===== config.mk =====
export PLATFORM = sky130hd
export DESIGN_NAME = variable_width_code_packer
export DESIGN_NICKNAME = d
export VERILOG_FILES = /design/src/hdl/vwcp_pkg.sv /design/src/hdl/variable_width_code_packer.sv /design/src/hdl/vwcp_front.sv /design/src/hdl/vwcp_queue.sv /design/src/hdl/vwcp_back.sv
export SDC_FILE = /design/constraint.sdc
export NUM_CORES = 1
export LEC_CHECK = 0
export BUFFER_PORTS_ARGS = -buffer_cell sky130_fd_sc_hd__clkbuf_2
export CORE_MARGIN = 2
export CORE_UTILIZATION = 41
export CTS_CLUSTER_SIZE = 30
export DETAILED_ROUTE_END_ITERATION = 8
export HOLD_SLACK_MARGIN = 0.15
export PLACE_DENSITY_LB_ADDON = 0.15
export SKIP_LAST_GASP = 1
export SLEW_MARGIN = 5
export SYNTH_ARGS = -nofsm -noshare
export SYNTH_HDL_FRONTEND = slang
export SYNTH_HIERARCHICAL = 1
export SYNTH_SLANG_ARGS = --single-unit

===== constraint.sdc =====
create_clock -name clk -period 7 [get_ports clk]
set_clock_uncertainty 0.1 [all_clocks]
set_input_delay 1.05 -clock clk [delete_from_list [all_inputs] [get_ports clk]]
set_output_delay 1.05 -clock clk [all_outputs]
set_load 0.05 [all_outputs]

===== src/hdl/vwcp_pkg.sv =====
// shared types and constants for the variable width code packer
`default_nettype none
package vwcp_pkg;

	localparam int MAX_CODE_WIDTH   = 24;
	localparam int CODE_W           = 24;
	localparam int CW_W             = 5;
	localparam int BYTE_W           = 8;
	localparam int PEND_W           = 7;
	localparam int PCNT_W           = 3;
	localparam int ACC_W            = 32;
	localparam int NBITS_W          = 6;
	localparam int BYTES_PER_ENTRY  = 4;
	localparam int BCNT_W           = 3;
	localparam int BIDX_W           = 2;
	localparam int QUEUE_DEPTH      = 4;
	localparam int QPTR_W           = 2;
	localparam int QCNT_W           = 3;
	localparam int ADDR_W           = 3;
	localparam int DATA_W           = 32;

	localparam logic [CW_W-1:0] CODE_WIDTH_RESET = 5'd12;

	// register index, taken from paddr above the byte offset
	localparam logic REG_CODE_WIDTH = 1'b0;

	// one queue entry: up to four bytes, left aligned, first byte in the top bits
	typedef struct packed {
		logic [ACC_W-1:0]  bytes;
		logic [BCNT_W-1:0] count;
		logic              last;
	} vwcp_entry_t;

	// queue status seen by the front
	typedef struct packed {
		logic full;
		logic empty;
	} vwcp_qstat_t;

endpackage
`default_nettype wire


===== src/hdl/variable_width_code_packer.sv =====
// top level of the msb-first variable width code packer
//
// channel   direction  handshake             payload
// in        input      in_valid / in_ready   code_value[23:0], final_code
// out       output     out_valid / out_ready packed_byte[7:0], last_byte
// cfg       input      apb write/read        code_width at byte address 0
//
// a code is taken every cycle while the queue has room; bytes leave at one per cycle
// while out_ready is high, so a code that yields k bytes takes k byte transfers
// first byte of a code passes a queue slot and then the output register before it shows
// the output register and the four-entry group queue let the input keep moving
// while a byte waits on out_ready; no clearing pass after reset
// reset clears leftover bits, queue pointers, output valid and sets code_width to 12
`default_nettype none
module variable_width_code_packer (
	input  wire logic                            clk,
	input  wire logic                            arst_n,
	// code input
	input  wire logic                            in_valid,
	output logic                                 in_ready,
	input  wire logic [vwcp_pkg::CODE_W-1:0]     code_value,
	input  wire logic                            final_code,
	// byte output
	output logic                                 out_valid,
	input  wire logic                            out_ready,
	output logic [vwcp_pkg::BYTE_W-1:0]          packed_byte,
	output logic                                 last_byte,
	// configuration
	input  wire logic                            psel,
	input  wire logic                            penable,
	input  wire logic                            pwrite,
	input  wire logic [vwcp_pkg::ADDR_W-1:0]     paddr,
	input  wire logic [vwcp_pkg::DATA_W-1:0]     pwdata,
	output logic [vwcp_pkg::DATA_W-1:0]          prdata,
	output logic                                 pready
);

	logic [vwcp_pkg::CW_W-1:0] code_width_q;
	logic                      reg_hit;

	vwcp_pkg::vwcp_qstat_t     qstat;
	vwcp_pkg::vwcp_entry_t     push_entry;
	vwcp_pkg::vwcp_entry_t     head;
	logic                      push;
	logic                      pop;

	// register file: one register, word index above the byte offset
	assign pready  = 1'b1;
	assign reg_hit = (paddr[vwcp_pkg::ADDR_W-1] == vwcp_pkg::REG_CODE_WIDTH);
	assign prdata  = reg_hit
		? {{(vwcp_pkg::DATA_W-vwcp_pkg::CW_W){1'b0}}, code_width_q} : '0;

	always_ff @(posedge clk or negedge arst_n) begin
		if (!arst_n) begin
			code_width_q <= vwcp_pkg::CODE_WIDTH_RESET;
		end else if (psel && penable && pwrite && pready && reg_hit) begin
			code_width_q <= pwdata[vwcp_pkg::CW_W-1:0];
		end
	end

	// front: merge code with leftover bits, emit byte groups
	vwcp_front u_front (
		.clk        (clk),
		.arst_n     (arst_n),
		.in_valid   (in_valid),
		.in_ready   (in_ready),
		.code_value (code_value),
		.final_code (final_code),
		.code_width (code_width_q),
		.qstat      (qstat),
		.push       (push),
		.push_entry (push_entry)
	);

	// decoupling queue
	vwcp_queue u_queue (
		.clk        (clk),
		.arst_n     (arst_n),
		.push       (push),
		.push_entry (push_entry),
		.qstat      (qstat),
		.pop        (pop),
		.head       (head)
	);

	// back: one byte per transfer
	vwcp_back u_back (
		.clk         (clk),
		.arst_n      (arst_n),
		.qstat       (qstat),
		.head        (head),
		.pop         (pop),
		.out_valid   (out_valid),
		.out_ready   (out_ready),
		.packed_byte (packed_byte),
		.last_byte   (last_byte)
	);

endmodule
`default_nettype wire


===== src/hdl/vwcp_front.sv =====
// front end: takes codes, merges them with leftover bits and forms byte groups
`default_nettype none
module vwcp_front (
	input  wire logic                              clk,
	input  wire logic                              arst_n,
	input  wire logic                              in_valid,
	output logic                                   in_ready,
	input  wire logic [vwcp_pkg::CODE_W-1:0]       code_value,
	input  wire logic                              final_code,
	input  wire logic [vwcp_pkg::CW_W-1:0]         code_width,
	input  wire vwcp_pkg::vwcp_qstat_t             qstat,
	output logic                                   push,
	output vwcp_pkg::vwcp_entry_t                  push_entry
);

	logic [vwcp_pkg::PEND_W-1:0]  pend_bits_q;
	logic [vwcp_pkg::PCNT_W-1:0]  pend_cnt_q;

	logic [vwcp_pkg::CW_W-1:0]    w_sat;
	logic [vwcp_pkg::CODE_W-1:0]  code_masked;
	logic [vwcp_pkg::ACC_W-1:0]   acc;
	logic [vwcp_pkg::ACC_W-1:0]   aligned;
	logic [vwcp_pkg::NBITS_W-1:0] nbits;
	logic [vwcp_pkg::NBITS_W-1:0] lshift;
	logic [vwcp_pkg::PCNT_W-1:0]  rem;
	logic [vwcp_pkg::BCNT_W-1:0]  cnt;
	logic                         accept;

	assign in_ready = ~qstat.full;
	assign accept   = in_valid & in_ready;

	// widths above the maximum saturate
	assign w_sat = (code_width > vwcp_pkg::CW_W'(vwcp_pkg::MAX_CODE_WIDTH))
		? vwcp_pkg::CW_W'(vwcp_pkg::MAX_CODE_WIDTH) : code_width;

	assign code_masked = code_value & ~({vwcp_pkg::CODE_W{1'b1}} << w_sat);
	assign acc = ({{(vwcp_pkg::ACC_W-vwcp_pkg::PEND_W){1'b0}}, pend_bits_q} << w_sat)
		| {{(vwcp_pkg::ACC_W-vwcp_pkg::CODE_W){1'b0}}, code_masked};
	assign nbits = {{(vwcp_pkg::NBITS_W-vwcp_pkg::PCNT_W){1'b0}}, pend_cnt_q}
		+ {{(vwcp_pkg::NBITS_W-vwcp_pkg::CW_W){1'b0}}, w_sat};

	// move the earliest bit to the top; an empty stream shifts out entirely
	assign lshift  = vwcp_pkg::NBITS_W'(vwcp_pkg::ACC_W) - nbits;
	assign aligned = acc << lshift;
	assign rem     = nbits[vwcp_pkg::PCNT_W-1:0];

	assign cnt = nbits[vwcp_pkg::NBITS_W-1:vwcp_pkg::PCNT_W]
		+ {{(vwcp_pkg::BCNT_W-1){1'b0}}, (final_code && rem != '0)};

	assign push_entry.bytes = aligned;
	assign push_entry.count = cnt;
	assign push_entry.last  = final_code && cnt != '0;
	// groups with no byte need no queue slot
	assign push = accept && cnt != '0;

	always_ff @(posedge clk or negedge arst_n) begin
		if (!arst_n) begin
			pend_bits_q <= '0;
			pend_cnt_q  <= '0;
		end else if (accept) begin
			if (final_code) begin
				pend_bits_q <= '0;
				pend_cnt_q  <= '0;
			end else begin
				pend_bits_q <= acc[vwcp_pkg::PEND_W-1:0]
					& ~({vwcp_pkg::PEND_W{1'b1}} << rem);
				pend_cnt_q  <= rem;
			end
		end
	end

endmodule
`default_nettype wire


===== src/hdl/vwcp_queue.sv =====
// short queue of byte groups between front and back
`default_nettype none
module vwcp_queue (
	input  wire logic                  clk,
	input  wire logic                  arst_n,
	input  wire logic                  push,
	input  wire vwcp_pkg::vwcp_entry_t push_entry,
	output vwcp_pkg::vwcp_qstat_t      qstat,
	input  wire logic                  pop,
	output vwcp_pkg::vwcp_entry_t      head
);

	vwcp_pkg::vwcp_entry_t          slot_q [vwcp_pkg::QUEUE_DEPTH];
	logic [vwcp_pkg::QPTR_W-1:0]    wr_ptr_q;
	logic [vwcp_pkg::QPTR_W-1:0]    rd_ptr_q;
	logic [vwcp_pkg::QCNT_W-1:0]    fill_q;

	assign qstat.full  = (fill_q == vwcp_pkg::QCNT_W'(vwcp_pkg::QUEUE_DEPTH));
	assign qstat.empty = (fill_q == '0);
	assign head        = slot_q[rd_ptr_q];

	always_ff @(posedge clk) begin
		if (push) begin
			slot_q[wr_ptr_q] <= push_entry;
		end
	end

	always_ff @(posedge clk or negedge arst_n) begin
		if (!arst_n) begin
			wr_ptr_q <= '0;
			rd_ptr_q <= '0;
			fill_q   <= '0;
		end else begin
			if (push) begin
				wr_ptr_q <= wr_ptr_q + 1'b1;
			end
			if (pop) begin
				rd_ptr_q <= rd_ptr_q + 1'b1;
			end
			if (push && !pop) begin
				fill_q <= fill_q + 1'b1;
			end else if (!push && pop) begin
				fill_q <= fill_q - 1'b1;
			end
		end
	end

endmodule
`default_nettype wire


===== src/hdl/vwcp_back.sv =====
// back end: sends the bytes of each group, one per cycle unless out_ready stalls, through an output register
`default_nettype none
module vwcp_back (
	input  wire logic                         clk,
	input  wire logic                         arst_n,
	input  wire vwcp_pkg::vwcp_qstat_t        qstat,
	input  wire vwcp_pkg::vwcp_entry_t        head,
	output logic                              pop,
	output logic                              out_valid,
	input  wire logic                         out_ready,
	output logic [vwcp_pkg::BYTE_W-1:0]       packed_byte,
	output logic                              last_byte
);

	logic [vwcp_pkg::BIDX_W-1:0] idx_q;
	logic                        out_valid_q;
	logic [vwcp_pkg::BYTE_W-1:0] byte_q;
	logic                        last_q;

	logic [vwcp_pkg::BYTE_W-1:0] sel_byte;
	logic                        end_of_group;
	logic                        load;

	always_comb begin
		case (idx_q)
			2'd0:    sel_byte = head.bytes[31:24];
			2'd1:    sel_byte = head.bytes[23:16];
			2'd2:    sel_byte = head.bytes[15:8];
			default: sel_byte = head.bytes[7:0];
		endcase
	end

	assign end_of_group = ({1'b0, idx_q} + 1'b1) == head.count;
	assign load         = !qstat.empty && (!out_valid_q || out_ready);
	assign pop          = load && end_of_group;

	always_ff @(posedge clk or negedge arst_n) begin
		if (!arst_n) begin
			idx_q       <= '0;
			out_valid_q <= 1'b0;
		end else begin
			if (load) begin
				out_valid_q <= 1'b1;
				idx_q       <= end_of_group ? '0 : idx_q + 1'b1;
			end else if (out_ready) begin
				out_valid_q <= 1'b0;
			end
		end
	end

	always_ff @(posedge clk) begin
		if (load) begin
			byte_q <= sel_byte;
			last_q <= head.last && end_of_group;
		end
	end

	assign out_valid   = out_valid_q;
	assign packed_byte = byte_q;
	assign last_byte   = last_q;

endmodule
`default_nettype wire


# --- Word level (Yosys, flattened, before mapping) ---
# Memories as Yosys holds them, arrays and structs flattened.
# Cells that the tools add are included.
op_classes:
  add_sub_neg: 9
  magnitude_cmp: 1
  eq_ne: 4
  shifts: 4
  muxes: 12
  bitwise: 8
  n_reduce_logical: 22
ops:
  columns: ["cell", "n"]
  rows:
  - ["OR 32 x 24 -> 32 bit", 1]
  - ["<< shifter 32 x 6 -> 32 bit", 1]
  - ["<< shifter 7 x 5 -> 32 bit", 1]
  - ["AND 24 bit", 1]
  - ["inverter 24 bit", 1]
  - ["case mux 8 bit (3 select lines)", 1]
  - ["<< shifter 24 x 5 -> 24 bit (first input constant)", 1]
  - ["logical AND 1 bit", 11]
  - ["two-way mux 5 bit", 2]
  - ["two-way mux 3 bit", 3]
  - ["AND 7 bit", 1]
  - ["two-way mux 7 bit", 1]
  - ["inverter 7 bit", 1]
  - ["<< shifter 7 x 3 -> 7 bit (first input constant)", 1]
  - ["adder 2 x 1 -> 2 bit (second input constant)", 3]
  - ["adder 3 x 5 -> 6 bit", 1]
  - ["nonzero test 3 bit", 2]
  - ["subtractor 6 bit (first input constant)", 1]
  - ["> comparator 5 bit (second input constant)", 1]
  - ["zero test 1 bit", 4]
  - ["two-way mux 1 bit", 4]
  - ["nonzero test 2 bit", 2]
  - ["adder 2 x 1 -> 3 bit (second input constant)", 1]
  - ["adder 3 x 1 -> 3 bit", 1]
  - ["other kinds (12)", 13]
word_totals:
  regBits: 34
  mem_bits_rw: 144
  in_bits: 67
  word_cells: 71
  memories: 1
mem_list:
  columns: ["name", "depth", "width", "read_ports", "rd_ports_with_merged_regs", "write_ports", "line", "text"]
  rows:
  - ["u_queue.slot_q", 4, 36, 1, 0, 1, "vwcp_queue.sv:13", "vwcp_pkg::vwcp_entry_t slot_q [vwcp_pkg::QUEUE_DEPTH];"]

# --- Depth between registers and ports, before layout ---
depth:
  depth_word: 12
  mapped_depth: 21
  ltp_nobuf: 18

# --- Modules after synthesis ---
# The synthesis kept the hierarchy.
modules_own_cells:
  columns: ["module", "n_inst", "cells_each", "area_per_inst_um2", "seq_area_each_um2"]
  rows:
  - ["vwcp_queue", 1, 222, 5604.1, 4499.3]
  - ["vwcp_front", 1, 590, 4047.6, 250.2]
  - ["vwcp_back", 1, 59, 726.9, 345.3]
  - ["variable_width_code_packer", 1, 46, 469.2, 127.6]

# --- Worst setup path before layout ---
# Ideal clock, no wire load.
synth_timing:
  path_kind: "reg2reg"
  from: "register code_width_q[3] (netlist name)"
  to: "memory u_queue/slot_q[0][0] (netlist name) (enable)"
  setup_time_ns: 0.397
  t_arrival_ns: 4.595
  required_ns: 6.503
  setup_slack_ns: 1.908
  stages_incl_launch_ff: 17
  n_path_buf: 4
  path_cell_list: "dfstp_2 > buf_4 > a21boi_4 > ha_1 > clkbuf_1 > clkinv_1 > clkbuf_1 > buf_1 > ha_1 > ha_1 > nor2b_1 > ha_1 > ha_1 > xnor2_1 > nor3_1 > nor2_1 > and2_1"
synth_rtl:
  columns: ["element", "line", "text"]
  rows:
  - ["from (decl)", "variable_width_code_packer.sv:38", "logic [vwcp_pkg::CW_W-1:0] code_width_q;"]
  - ["from (signal assigned)", "variable_width_code_packer.sv:55", "code_width_q <= vwcp_pkg::CODE_WIDTH_RESET;"]
  - ["from (signal assigned)", "variable_width_code_packer.sv:57", "code_width_q <= pwdata[vwcp_pkg::CW_W-1:0];"]
  - ["to (decl)", "vwcp_queue.sv:13", null]

==> metrics.json <==
{
  "synthesis": {
    "synth-seq-cells": 178,
    "ys_async_sr_fraction_pct": 14.04,
    "seq_area_frac_synth_pct": 48.14,
    "yosys_warnings": 6,
    "dominantRegCellSynth": "edfxtp_1",
    "synth.avg_cell_area_um2": 11.83,
    "post_synth_inst_count": 917,
    "synthesis.area_um2": 10850,
    "synth_edf_count": 153,
    "netlist-cell-type-count": 94
  },
  "clock_tree": {
    "postCtsSetupBuffers": 0,
    "root_buffer": "clkbuf_16",
    "post_cts_hold_buffer_count": 0,
    "htree_num_levels": 4,
    "tritoncts.num_buffers": 17,
    "cts-resized-gates": 0,
    "clock_transition_at_the_registers_of_the_reported_paths_ns": 0.07,
    "cts_tree": "yes",
    "clock_tree.buffer_depth": 2,
    "clock_sink_count": 178,
    "clkLatencyLatePin_ns": 0.42
  },
  "critical_path": {
    "worstPathArrival_ns": 5.13,
    "worst_setup_path_start_kind": "flip-flop",
    "timing.critical_path.fanout_max": 40,
    "worstSetupEndpointType": "flip-flop",
    "worst_r2r_startpoint": "code_width_q[0]",
    "crit_type": "flip-flop to flip-flop",
    "critical_path.reg2reg.endpoint": "u_queue/slot_q[2][10]",
    "critical_path_required_ns": 6.94,
    "rrSetupSlack_ns": 1.81,
    "reg2regPathDepth": 14
  },
  "global_route": {
    "residual_overflow_from_global_routing": 0,
    "grt_antenna_before_repair": 0,
    "grt_first_pass_wirelength_um": 43770,
    "grt_start_max_net_pins": 50,
    "grt_pass1_vias": 7408,
    "groute.usage.overall_pct": 20.26
  },
  "route": {
    "drt-vias-per-instance": 5.984,
    "dr.first_iter.drc_count": 717,
    "routed-via-count": 7677,
    "routed_wl_um": 27730,
    "wl_per_cell_um": 21.62,
    "post_drt_antenna_nets": 0,
    "drc_errors": 0,
    "drtPass1Iterations": 5
  },
  "min_path": {
    "worst_min_delay_path_endpoint": "u_queue/fill_q[2]",
    "hold_start": "u_queue/fill_q[2]",
    "timing.hold.worst_path_depth": 1,
    "hold_path.class": "flip-flop to flip-flop"
  },
  "sta": {
    "maximum_clock_frequency_ghz": 0.1928,
    "worst_pin_slew_ns": 1.037,
    "relSlewSlack_pct": 30.59,
    "layout_worst_path_cycle_share_pct": 74.09,
    "timing_max_transition_violations_final": 0,
    "number_of_failing_setup_endpoints_in_the_final_timing_report": 0,
    "unrepaired_setup_endpoints_after_global_routing": "no",
    "finalSetupTns_ns": 0,
    "layout_min_cycle_time_ns": 5.186,
    "final_hold_viol_count": 0
  },
  "placed_design": {
    "dp_hpwl_um": 19270,
    "numPortBuffers": 53,
    "place_congestion": 0.9193
  },
  "final_layout": {
    "layout.cells.most_common": "edfxtp_1",
    "n_antenna_cell": 0,
    "n_fill_cell": 2417,
    "finish.net_count": 1021,
    "mostFrequentLayoutCells": "153 x edfxtp_1, 67 x nor2_1, 63 x nand2_1, 53 x clkbuf_2, 43 x mux4_2",
    "layout-drive-gt1-share_pct": 21.52,
    "area_growth_from_synthesis_to_layout_pct": 8.420
  },
  "floorplanning": {
    "core_region_area_um2": 25980,
    "floorplan_die_area_um2": 27780,
    "x_dimension_of_the_die_um": 166.7,
    "num_rows": 59,
    "floorplan.die.height_um": 166.7,
    "boundaryPins": 111,
    "start_util_pct": 41.75
  },
  "run": {
    "max_cap_viol_count": 0
  },
  "outcome": {
    "outcome": "finished clean"
  }
}
worst max-delay path by stage:
stage,endpoint,cells past startpoint,from
detailed placement,u_queue/slot_q[2][24],14,code_width_q[0]
global placement,u_queue/slot_q[0][10],12,code_width_q[3]
finish,u_queue/slot_q[2][10],14,code_width_q[0]
CTS,u_queue/slot_q[2][18],14,code_width_q[0]
floorplan,u_queue/slot_q[0][0],16,code_width_q[3]
global route,u_queue/slot_q[0][23],14,code_width_q[0]
sequential cells by signal, indices dropped and copies added, names as in the netlist:
| name | flops |
|---|---|
| u_back/idx_q | 2 |
| u_back/packed_byte | 8 |
| u_queue/rd_ptr_q | 2 |
| u_back/out_valid | 1 |
| u_queue/slot_q | 144 |
| u_back/last_byte | 1 |
| code_width_q | 5 |
| u_front/pend_bits_q | 7 |
| u_front/pend_cnt_q | 3 |
| u_queue/wr_ptr_q | 2 |
| u_queue/fill_q | 3 |
synth_stat cells (12+ instances only):
cell type	count	area (um^2)
mux4_2	43	968.4
nand2_1	63	236.5
a211oi_1	13	97.59
buf_4	34	255.2
o22ai_1	13	81.33
mux2i_1	35	350.3
nand3_1	12	60.06
inv_1	29	108.9
edfxtp_1	153	4594
dfrtp_1	23	575.6
and2_1	14	87.58
nor3_1	22	110.1
o21ai_0	36	180.2
ha_1	17	212.7
nor2_1	67	251.5
mux2_2	15	168.9
clkbuf_1	38	142.6
buf_2	16	80.08
a21oi_1	26	130.1
cell families after synthesis:
logic type               after synthesis  share of synthesized area [%]
AO/OA/AOI/OAI                        239                          16.79
XOR/XNOR                              16                          1.569
adder cells (fa/ha/maj)               20                          2.353
buffers and inverters                130                          6.298
flip-flops                           178                          48.14
multiplexers                          94                          13.82
other                                  2                        0.06923
AND/OR/NAND/NOR                      238                          10.96
layer usage:
layer / global-route usage, % / routed length (um) / up-vias
met5: 0 / 0 / -
met4: 7.571 / 861 / 0
met3: 3.208 / 1395 / 47
met2: 30.69 / 12560 / 261
met1: 29.46 / 12920 / 3793
li1: - / - / 3576
area by class of cell:
class	count	area (um^2)	area share, %
flip-flops and latches	178	5225	44.43
well taps	335	419.2	3.564
inverters	33	123.9	1.053
clock inverters	12	107.6	0.9149
multi-input cells	635	5052	42.96
clock buffers	19	432.9	3.681
repair buffers	71	400.4	3.404
critical path: stages (launching register included):
cell and delay, ns:
dfrtp_1 0.32, buf_4 0.36, a21boi_4 0.43, ha_1 0.28, ha_1 0.18, a21o_1 0.15, xor2_2 0.34, ha_1 0.27
nor2b_1 0.06, ha_1 0.19, ha_1 0.19, xnor2_1 0.37, nor3_1 0.11, nor2_1 0.48, and2_2 0.91
through the flow:
stage                     utilization (%)  cells  hold slack (ns)  cell area (um^2)  worst slack (ns)
after floorplan                         -    943           0.3551             10950             1.908
after global placement              43.18   1252           0.3760             11220             1.879
after detailed placement            43.18   1252           0.3865             11220             1.800
after CTS                           45.26   1283           0.3953             11760             1.786
after global routing                45.26   1283           0.4197             11760             1.335
final                               45.26   1283           0.3872             11760             1.814
Power is not shown: default switching activity piles up to over one toggle a cycle in this logic, so the estimate is an artifact.
